## config.mk

```make
export PLATFORM = sky130hd
export DESIGN_NAME = sic_classify
export DESIGN_NICKNAME = d
export VERILOG_FILES = /design/src/rtl/sic_pkg.sv /design/src/rtl/sic_classify.sv
export SDC_FILE = /design/constraint.sdc
export NUM_CORES = 1
export LEC_CHECK = 0
export BUFFER_PORTS_ARGS = -buffer_cell sky130_fd_sc_hd__buf_4
export CELL_PAD_IN_SITES_DETAIL_PLACEMENT = 0
export CELL_PAD_IN_SITES_GLOBAL_PLACEMENT = 1
export CORE_AREA = 2 2 39 41
export DETAILED_ROUTE_END_ITERATION = 12
export DIE_AREA = 0 0 41 43
export PLACE_DENSITY_LB_ADDON = 0.1
export SYNTH_ARGS = -nofsm -noshare
export SYNTH_HDL_FRONTEND = slang
export SYNTH_SLANG_ARGS = --single-unit
```

## constraint.sdc

```tcl
create_clock -name vclk -period 1.3
set_clock_uncertainty 0.05 [all_clocks]
set_input_delay 0.26 -clock vclk [all_inputs]
set_output_delay 0.26 -clock vclk [all_outputs]
set_load 0.01 [all_outputs]
```

## src/rtl/sic_pkg.sv

```systemverilog
`timescale 1ns / 1ps

package sic_pkg;

   // Result codes on the relation field
   typedef enum logic [2:0] {
      REL_NONE        = 3'd0,
      REL_CROSS       = 3'd1,
      REL_TOUCH_START = 3'd2,
      REL_TOUCH_END   = 3'd3,
      REL_OVERLAP     = 3'd4
   } rel_type;

   // Endpoint coincidence flags, taken from the raw coordinates
   typedef struct packed {
      logic a_pt;    // segment A is a single point
      logic a1_b1;
      logic a2_b2;
      logic a1_b2;
      logic a2_b1;
   } sic_eq_type;

   // Sign and zero flags of the orientation and betweenness sums
   typedef struct packed {
      logic [3:0] c_zero;
      logic [3:0] c_neg;
      logic       e1_ge;
      logic       e2_ge;
      logic       s3_zero;
      logic       s3_ge;
      logic       s4_zero;
      logic       s4_ge;
   } sic_sign_type;

endpackage

```

## src/rtl/sic_classify.sv

```systemverilog
`timescale 1ns / 1ps

module sic_classify (
   input  sic_pkg::sic_eq_type   eq,
   input  sic_pkg::sic_sign_type sg,
   output sic_pkg::rel_type      relation
);
   import sic_pkg::*;

   logic collinear;
   logic ident;
   logic ends_in;
   logic straddle_a;
   logic straddle_b;

   // Decide collinearity and identical segments
   assign collinear = &sg.c_zero;
   assign ident     = !eq.a_pt && ((eq.a1_b1 && eq.a2_b2) || (eq.a1_b2 && eq.a2_b1));
   assign ends_in   = sg.e1_ge && sg.e2_ge;

   // Each pair of orientations must not lie strictly on one side
   assign straddle_a = !(!sg.c_zero[0] && !sg.c_zero[1] && (sg.c_neg[0] == sg.c_neg[1]));
   assign straddle_b = !(!sg.c_zero[2] && !sg.c_zero[3] && (sg.c_neg[2] == sg.c_neg[3]));

   // Pick the relation code
   always_comb begin
      relation = REL_NONE;
      if (collinear) begin
         if (ident) begin
            relation = REL_OVERLAP;
         end else if (ends_in && sg.s3_zero && sg.s4_ge) begin
            relation = REL_TOUCH_START;
         end else if (ends_in && sg.s3_ge && sg.s4_zero) begin
            relation = REL_TOUCH_END;
         end else if (ends_in && sg.s3_ge && sg.s4_ge) begin
            relation = REL_NONE;
         end else begin
            relation = REL_OVERLAP;
         end
      end else if (straddle_a && straddle_b) begin
         relation = REL_CROSS;
      end
   end

endmodule

```

==> results of run 1 <==
[cell families after synthesis]
group / Yosys count / share of synthesized area
AOI/OAI and AO/OA: 7 / 0.5618
and+or+nand+nor: 6 / 0.2471
xor gates and xnor gates: 2 / 0.1573
buffers and inverters: 1 / 0.03368
[tightest hold or removal path, delay by kind of cell]
family / cells / cell delay, ns
and+or+nand+nor: 1 / 0.04
AOI/OAI and AO/OA: 1 / 0.08
buffers and inverters: 2 / 0.22
[how the worst max path moves through the flow]
stage / startpoint / slack (ns) / cells after the start / end
after CTS: eq[2] / -0.09 / 5 / relation[2]
after global routing: eq[2] / -0.12 / 5 / relation[2]
after floorplan: eq[3] / 0.04 / 3 / relation[0]
after detailed placement: eq[3] / -0.16 / 5 / relation[0]
final: eq[2] / -0.06 / 5 / relation[2]
after global placement: eq[3] / -0.17 / 5 / relation[0]
[power groups by stage]
stage | clock network, mW | registers [mW] | logic (mW)
after floorplan | 0 | 0 | 0.0220
after global placement | 0 | 0 | 0.0806
after detailed placement | 0 | 0 | 0.0817
after CTS | 0 | 0 | 0.0855
after global routing | 0 | 0 | 0.0956
final | 0 | 0 | 0.0858
[per-stage QoR]
stage                     total power [mW]  hold slack, ns  instances  TNS, ns  setup slack [ns]
after floorplan                    0.02203          0.5943         16        0           0.03659
after global placement             0.08060          0.8452         54  -0.3215           -0.1730
after detailed placement           0.08165          0.8445         54  -0.3319           -0.1555
after CTS                          0.08548          0.8297         54  -0.1853          -0.08629
after global routing               0.09562          0.8507         54  -0.3306           -0.1226
final                              0.08580          0.8213         54  -0.1147          -0.06300
[synth_stat cells]
| library cell | count | area, µm² |
|---|---|---|
| sky130_fd_sc_hd__inv_1 | 1 | 3.750 |
| sky130_fd_sc_hd__nand4_1 | 1 | 6.260 |
| sky130_fd_sc_hd__nand2_1 | 2 | 7.510 |
| sky130_fd_sc_hd__a21oi_1 | 1 | 5.000 |
| sky130_fd_sc_hd__a211oi_1 | 1 | 7.510 |
| sky130_fd_sc_hd__xor2_1 | 2 | 17.52 |
| sky130_fd_sc_hd__o211ai_2 | 1 | 12.51 |
| sky130_fd_sc_hd__o32ai_1 | 1 | 8.760 |
| sky130_fd_sc_hd__nor2_1 | 1 | 3.750 |
| sky130_fd_sc_hd__a22oi_2 | 1 | 12.51 |
| sky130_fd_sc_hd__o31a_1 | 1 | 8.760 |
| sky130_fd_sc_hd__o31ai_1 | 1 | 7.510 |
| sky130_fd_sc_hd__nor3_1 | 1 | 5.000 |
| sky130_fd_sc_hd__nand3_1 | 1 | 5.000 |
[final cells by class]
class              instances  share of cell area
inverters                  1             0.01190
repair buffers            22              0.5595
multi-input cells         15              0.3651
well taps                 16             0.06349
[repair_timing]
action                                 4_1_cts  5_1_grt
endpoints found under the hold margin        0        0
pin swaps                                    4        1
buffers inserted                             0        0
gates cloned                                 0        0
resized for setup                            2        2
setup endpoints to repair                    3        3
[routing by layer]
layer	vias up	wire [µm]	part of all wire
met1	91	167	0.36
met5	-	0	0
li1	109	-	-
met2	15	223	0.49
met3	0	67	0.15
met4	0	0	0
==> metrics.txt, run 1 <==
# TYPE chip_impl_metric gauge
chip_impl_metric{name="cellInternalPower",unit="µW"} 56.18
chip_impl_metric{name="worst_hold_stages",unit=""} 4
chip_impl_metric{name="floorplan.core_area",unit="mm²"} 0.001384
chip_impl_metric{name="placed_cell_area",unit="µm²"} 296.5
chip_impl_metric{name="powerDensity",unit="mW/mm²"} 272.1
chip_impl_metric{name="cp_data_required_time",unit="ns"} 0.99
chip_impl_metric{name="worst_case_headroom_to_the_max_slew_limit",unit=""} 0.8363
chip_impl_info{name="critPathTopFamily",value="compound AO/OA/AOI/OAI gates"} 1
chip_impl_metric{name="vdd.ir_drop.worst",unit="mV"} 0.06970
chip_impl_metric{name="synth_area_per_cell",unit="µm²"} 6.960
chip_impl_metric{name="multi_input_comb_area",unit="µm²"} 115.1
chip_impl_info{name="global_route.peak_usage_layer",value="met2"} 1
chip_impl_metric{name="sequential_cell_area",unit="µm²"} 0
chip_impl_info{name="critical_path_s_slowest_cell",value="sky130_fd_sc_hd__o31a_1"} 1
chip_impl_metric{name="start_util",unit=""} 0.08047
chip_impl_info{name="timing.critical_path.from_type",value="primary input"} 1
chip_impl_metric{name="power.leakage",unit="nW"} 0.1520
chip_impl_metric{name="final-hold-violation-count",unit=""} 0
chip_impl_metric{name="floorplan.die_area",unit="mm²"} 0.001763
chip_impl_metric{name="dr.pass1.iters",unit=""} 1
chip_impl_info{name="crit_path_frequent_cell",value="sky130_fd_sc_hd__buf_6"} 1
chip_impl_metric{name="grt_first_pass_wirelength",unit="µm"} 786
chip_impl_metric{name="sequentialPowerShare",unit=""} 0
chip_impl_metric{name="layout-area-overhead-vs-synth",unit="%"} 183.1
chip_impl_info{name="mostFrequentLayoutCell",value="sky130_fd_sc_hd__buf_4"} 1
chip_impl_metric{name="nFillCells",unit=""} 160
chip_impl_metric{name="design.seq.count",unit=""} 0
chip_impl_metric{name="postLayoutSetupSlackWorst",unit="ns"} -0.06300
chip_impl_metric{name="gp_routability_congestion",unit=""} 0.5847
chip_impl_metric{name="vertical_die_dimension",unit="µm"} 43
chip_impl_info{name="endpoint_kind",value="output pin"} 1
chip_impl_info{name="grt_setup_unrepaired",value="true"} 1
chip_impl_metric{name="wl_per_cell",unit="µm"} 8.481
chip_impl_metric{name="die_width",unit="µm"} 41
chip_impl_metric{name="grt_pass1_vias",unit=""} 222
chip_impl_metric{name="row_count",unit=""} 14
chip_impl_metric{name="netlist_area",unit="µm²"} 111.4
chip_impl_metric{name="cpPeakStageDelay",unit="ns"} 0.27
chip_impl_metric{name="num_vias",unit=""} 215
chip_impl_metric{name="critPathMaxFanout",unit=""} 3
chip_impl_metric{name="floorplan.io_pins",unit=""} 22
chip_impl_metric{name="antenna_left",unit=""} 0
chip_impl_metric{name="net-switching-power",unit="µW"} 29.62
chip_impl_metric{name="cts.hold.buffers_added",unit=""} 0
chip_impl_info{name="timing_worst_setup_path_type",value="in2out"} 1
chip_impl_metric{name="clockBufferCount",unit=""} 0
chip_impl_info{name="min_to",value="relation[0]"} 1
chip_impl_metric{name="worst_slew_pin_slew",unit="ns"} 0.2434
chip_impl_metric{name="port-buffer-count",unit=""} 22
chip_impl_metric{name="synth_cell_types",unit=""} 14
chip_impl_info{name="hold_path_class",value="in2out"} 1
chip_impl_metric{name="finalCritPeriodShare",unit=""} 1.048
chip_impl_metric{name="detailed_place_hpwl",unit="µm"} 442.1
chip_impl_info{name="path_cells",value="buf_6 -> a22oi_2 -> o211ai_2 -> o31a_1 -> buf_6"} 1
chip_impl_metric{name="power_frac_comb",unit=""} 1.000
chip_impl_metric{name="globalRouteMet2Util",unit=""} 0.1094
chip_impl_info{name="layout_common_cells",value="sky130_fd_sc_hd__buf_4 (19), sky130_fd_sc_hd__buf_6 (3), sky130_fd_sc_hd__nand2_1 (2), sky130_fd_sc_hd__xor2_1 (2)"} 1
chip_impl_metric{name="synth-seq-area-share",unit=""} 0
chip_impl_metric{name="wirelength",unit="µm"} 458
chip_impl_metric{name="power.switching_fraction",unit=""} 0.3452
chip_impl_metric{name="gr-total-overflow",unit=""} 0
chip_impl_metric{name="number_of_antenna_violations_at_the_first_check_in_global_routing",unit=""} 0
chip_impl_metric{name="largest_net_degree_at_the_start_of_global_routing",unit=""} 5
chip_impl_info{name="violations_in_the_final_reports",value="negative setup slack"} 1
chip_impl_metric{name="drv.max_cap_violation_count",unit=""} 0
chip_impl_metric{name="clock.fmax",unit="MHz"} 733.7
chip_impl_metric{name="detail_route.vias_per_cell",unit=""} 3.981
chip_impl_metric{name="post-route-util",unit=""} 0.2278
chip_impl_metric{name="power_frac_clock",unit=""} 0
chip_impl_metric{name="drtIter0Drc",unit=""} 0
chip_impl_metric{name="min_period",unit="ns"} 1.363
chip_impl_metric{name="finalNetCount",unit=""} 59
chip_impl_metric{name="ys.warnings.count",unit=""} 0
chip_impl_metric{name="drt_drc_violations_left",unit=""} 0
chip_impl_metric{name="worstPathBufferInverterCount",unit=""} 2
chip_impl_metric{name="global_route.usage.total",unit=""} 0.05894
chip_impl_metric{name="finalSetupViolations",unit=""} 3
chip_impl_metric{name="syn-num-nets",unit=""} 35
chip_impl_info{name="run_status",value="complete, but fails checks"} 1
chip_impl_metric{name="met1_usage",unit=""} 0.07595
chip_impl_metric{name="critical_path_arrival",unit="ns"} 1.05
chip_impl_metric{name="grt.met3_usage",unit=""} 0
chip_impl_metric{name="synthCells",unit=""} 16
chip_impl_info{name="min_from",value="sg[10]"} 1
chip_impl_metric{name="antenna-diode-count",unit=""} 0
chip_impl_metric{name="final_area",unit="µm²"} 315.3
chip_impl_metric{name="post_route_cells_drive_above_1_share",unit=""} 0.6579
chip_impl_metric{name="final-max-slew-violation-count",unit=""} 0
Note: power is estimated with default switching activity, not from simulation.
==> run 2, diff against run 1 <==
--- a/config.mk
+++ b/config.mk
@@ -11,6 +11,7 @@
 export CORE_AREA = 2 2 39 41
 export DETAILED_ROUTE_END_ITERATION = 12
 export DIE_AREA = 0 0 41 43
+export GPL_TIMING_DRIVEN = 0
 export PLACE_DENSITY_LB_ADDON = 0.1
 export SYNTH_ARGS = -nofsm -noshare
 export SYNTH_HDL_FRONTEND = slang
==> run 2 against run 1 <==
- the flow still finishes with violations (negative setup slack)
- fmax increased by 0.22%
- highest routed layer unchanged
- utilization increased by 0.36 points
- largest power group unchanged
- final area increased by 1.6%
- setup slack improved by 0.0030 ns
- critical path depth unchanged
- global-route usage decreased by 0.10 points
==> metrics.txt, run 2 (synthesized netlist as in run 1, its figures left out) <==
# TYPE chip_impl_metric gauge
chip_impl_metric{name="worst_case_headroom_to_the_max_slew_limit",unit=""} 0.8438
chip_impl_metric{name="num_vias",unit=""} 215
chip_impl_metric{name="finalSetupViolations",unit=""} 3
chip_impl_info{name="mostFrequentLayoutCell",value="sky130_fd_sc_hd__buf_4"} 1
chip_impl_metric{name="postLayoutSetupSlackWorst",unit="ns"} -0.05998
chip_impl_metric{name="floorplan.die_area",unit="mm²"} 0.001763
chip_impl_metric{name="gr-total-overflow",unit=""} 0
chip_impl_info{name="endpoint_kind",value="output pin"} 1
chip_impl_info{name="timing_worst_setup_path_type",value="in2out"} 1
chip_impl_metric{name="nFillCells",unit=""} 156
chip_impl_info{name="critical_path.startpoint",value="eq[2]"} 1
chip_impl_metric{name="met1_usage",unit=""} 0.07278
chip_impl_metric{name="vdd.ir_drop.worst",unit="mV"} 0.07309
chip_impl_metric{name="hold_slack",unit="ns"} 0.8234
chip_impl_metric{name="final_area",unit="µm²"} 320.3
chip_impl_metric{name="finalCritPeriodShare",unit=""} 1.046
chip_impl_metric{name="floorplan.io_pins",unit=""} 22
chip_impl_metric{name="drt_drc_violations_left",unit=""} 0
chip_impl_metric{name="totalPowerFinal",unit="µW"} 88.11
chip_impl_metric{name="layout-area-overhead-vs-synth",unit="%"} 187.6
chip_impl_info{name="critical_path_s_slowest_cell",value="sky130_fd_sc_hd__o31a_1"} 1
chip_impl_metric{name="critical_path_arrival",unit="ns"} 1.05
chip_impl_info{name="layout_common_cells",value="sky130_fd_sc_hd__buf_4 (19), sky130_fd_sc_hd__buf_6 (3), sky130_fd_sc_hd__nand2_1 (2), sky130_fd_sc_hd__xor2_1 (2)"} 1
chip_impl_metric{name="sequential_cell_area",unit="µm²"} 0
chip_impl_metric{name="row_count",unit=""} 14
chip_impl_metric{name="grt_first_pass_wirelength",unit="µm"} 772
chip_impl_metric{name="globalRouteMet2Util",unit=""} 0.1094
chip_impl_metric{name="place.detailed.instances",unit=""} 54
chip_impl_info{name="cp-endpoint",value="relation[2]"} 1
chip_impl_metric{name="dr.pass1.iters",unit=""} 1
chip_impl_metric{name="grt.met3_usage",unit=""} 0
chip_impl_info{name="path_cells",value="buf_6 -> a22oi_2 -> o211ai_2 -> o31a_1 -> buf_6"} 1
chip_impl_metric{name="drv.max_cap_violation_count",unit=""} 0
chip_impl_metric{name="finalNetCount",unit=""} 59
chip_impl_metric{name="wirelength",unit="µm"} 500
chip_impl_metric{name="largest_net_degree_at_the_start_of_global_routing",unit=""} 5
chip_impl_metric{name="min_period",unit="ns"} 1.360
chip_impl_metric{name="gp_routability_congestion",unit=""} 0.6083
chip_impl_metric{name="clock.fmax",unit="MHz"} 735.3
chip_impl_metric{name="port-buffer-count",unit=""} 22
chip_impl_metric{name="wl_per_cell",unit="µm"} 9.259
chip_impl_info{name="hold_path_class",value="in2out"} 1
chip_impl_metric{name="start_util",unit=""} 0.08047
chip_impl_info{name="run_status",value="complete, but fails checks"} 1
chip_impl_metric{name="floorplan.core_area",unit="mm²"} 0.001384
chip_impl_info{name="crit_path_frequent_cell",value="sky130_fd_sc_hd__buf_6"} 1
chip_impl_metric{name="clockBufferCount",unit=""} 0
chip_impl_metric{name="grt_pass1_vias",unit=""} 219
chip_impl_metric{name="detail_route.vias_per_cell",unit=""} 3.981
chip_impl_metric{name="finalSetupTns",unit="ns"} -0.1177
chip_impl_metric{name="die_width",unit="µm"} 41
chip_impl_metric{name="final-max-slew-violation-count",unit=""} 0
chip_impl_info{name="timing.critical_path.from_type",value="primary input"} 1
chip_impl_metric{name="post-route-util",unit=""} 0.2315
chip_impl_metric{name="vertical_die_dimension",unit="µm"} 43
chip_impl_metric{name="finish.cell_count_without_fillers",unit=""} 54
chip_impl_metric{name="dpl_worst_slack",unit="ns"} -0.1424
chip_impl_metric{name="post_route_cells_drive_above_1_share",unit=""} 0.6842
chip_impl_metric{name="number_of_antenna_violations_at_the_first_check_in_global_routing",unit=""} 0
chip_impl_metric{name="postCtsSetupBuffers",unit=""} 0
chip_impl_metric{name="design.seq.count",unit=""} 0
chip_impl_metric{name="power.leakage",unit="nW"} 0.1541
chip_impl_metric{name="drtIter0Drc",unit=""} 0
chip_impl_metric{name="cp_data_required_time",unit="ns"} 0.99
chip_impl_info{name="global_route.peak_usage_layer",value="met2"} 1
chip_impl_metric{name="antenna_left",unit=""} 0
chip_impl_metric{name="final-hold-violation-count",unit=""} 0
chip_impl_metric{name="global_route.usage.total",unit=""} 0.05794
chip_impl_info{name="violations_in_the_final_reports",value="negative setup slack"} 1
chip_impl_metric{name="placed_cell_area",unit="µm²"} 296.5
chip_impl_metric{name="powerDensity",unit="mW/mm²"} 275.1
chip_impl_metric{name="cpPeakStageDelay",unit="ns"} 0.27
chip_impl_metric{name="antenna-diode-count",unit=""} 0
chip_impl_info{name="grt_setup_unrepaired",value="true"} 1
chip_impl_metric{name="critPathMaxFanout",unit=""} 3
chip_impl_metric{name="worst_slew_pin_slew",unit="ns"} 0.2325
-- run 2: how the worst min path moves through the flow --
stage	from	slack (ns)	depth (start not counted)	to
6_report	sg[10]	0.82	4	relation[0]
5_1_grt	sg[10]	0.86	4	relation[0]
4_1_cts	sg[10]	0.84	4	relation[0]
3_5_place_dp	sg[10]	0.83	4	relation[0]
3_3_place_gp	sg[2]	0.84	4	relation[1]
2_1_floorplan	sg[5]	0.59	2	relation[1]
-- run 2: final cells by class --
cell class         count  area, µm²  share of cell area
inverters              1      3.754             0.01172
well taps             16      20.02             0.06250
multi-input cells     15      120.1              0.3750
repair buffers        22      176.4              0.5508
-- run 2: critical path: cells and delay by family --
kind	cells	cell delay, ns
buffers and inverters	2	0.21
AO/OA/AOI/OAI	3	0.58
-- run 2: metal layers --
layer / up-vias / wire (µm) / share of wire
met2: 15 / 235 / 0.47
met3: 0 / 53 / 0.11
met1: 90 / 211 / 0.42
met5: - / 0 / 0
li1: 110 / - / -
met4: 0 / 0 / 0
-- run 2: what timing repair did --
item | 4_1_cts | 5_1_grt
pin swaps | 4 | 2
hold buffers | 0 | 0
setup endpoints to repair | 3 | 3
gates resized for setup | 2 | 3
-- run 2: where the power goes --
| group | internal, mW | switching [mW] |
|---|---|---|
| Combinational | 0.0569 | 0.0312 |
| Sequential | 0 | 0 |
| Clock | 0 | 0 |
| Total | 0.0569 | 0.0312 |
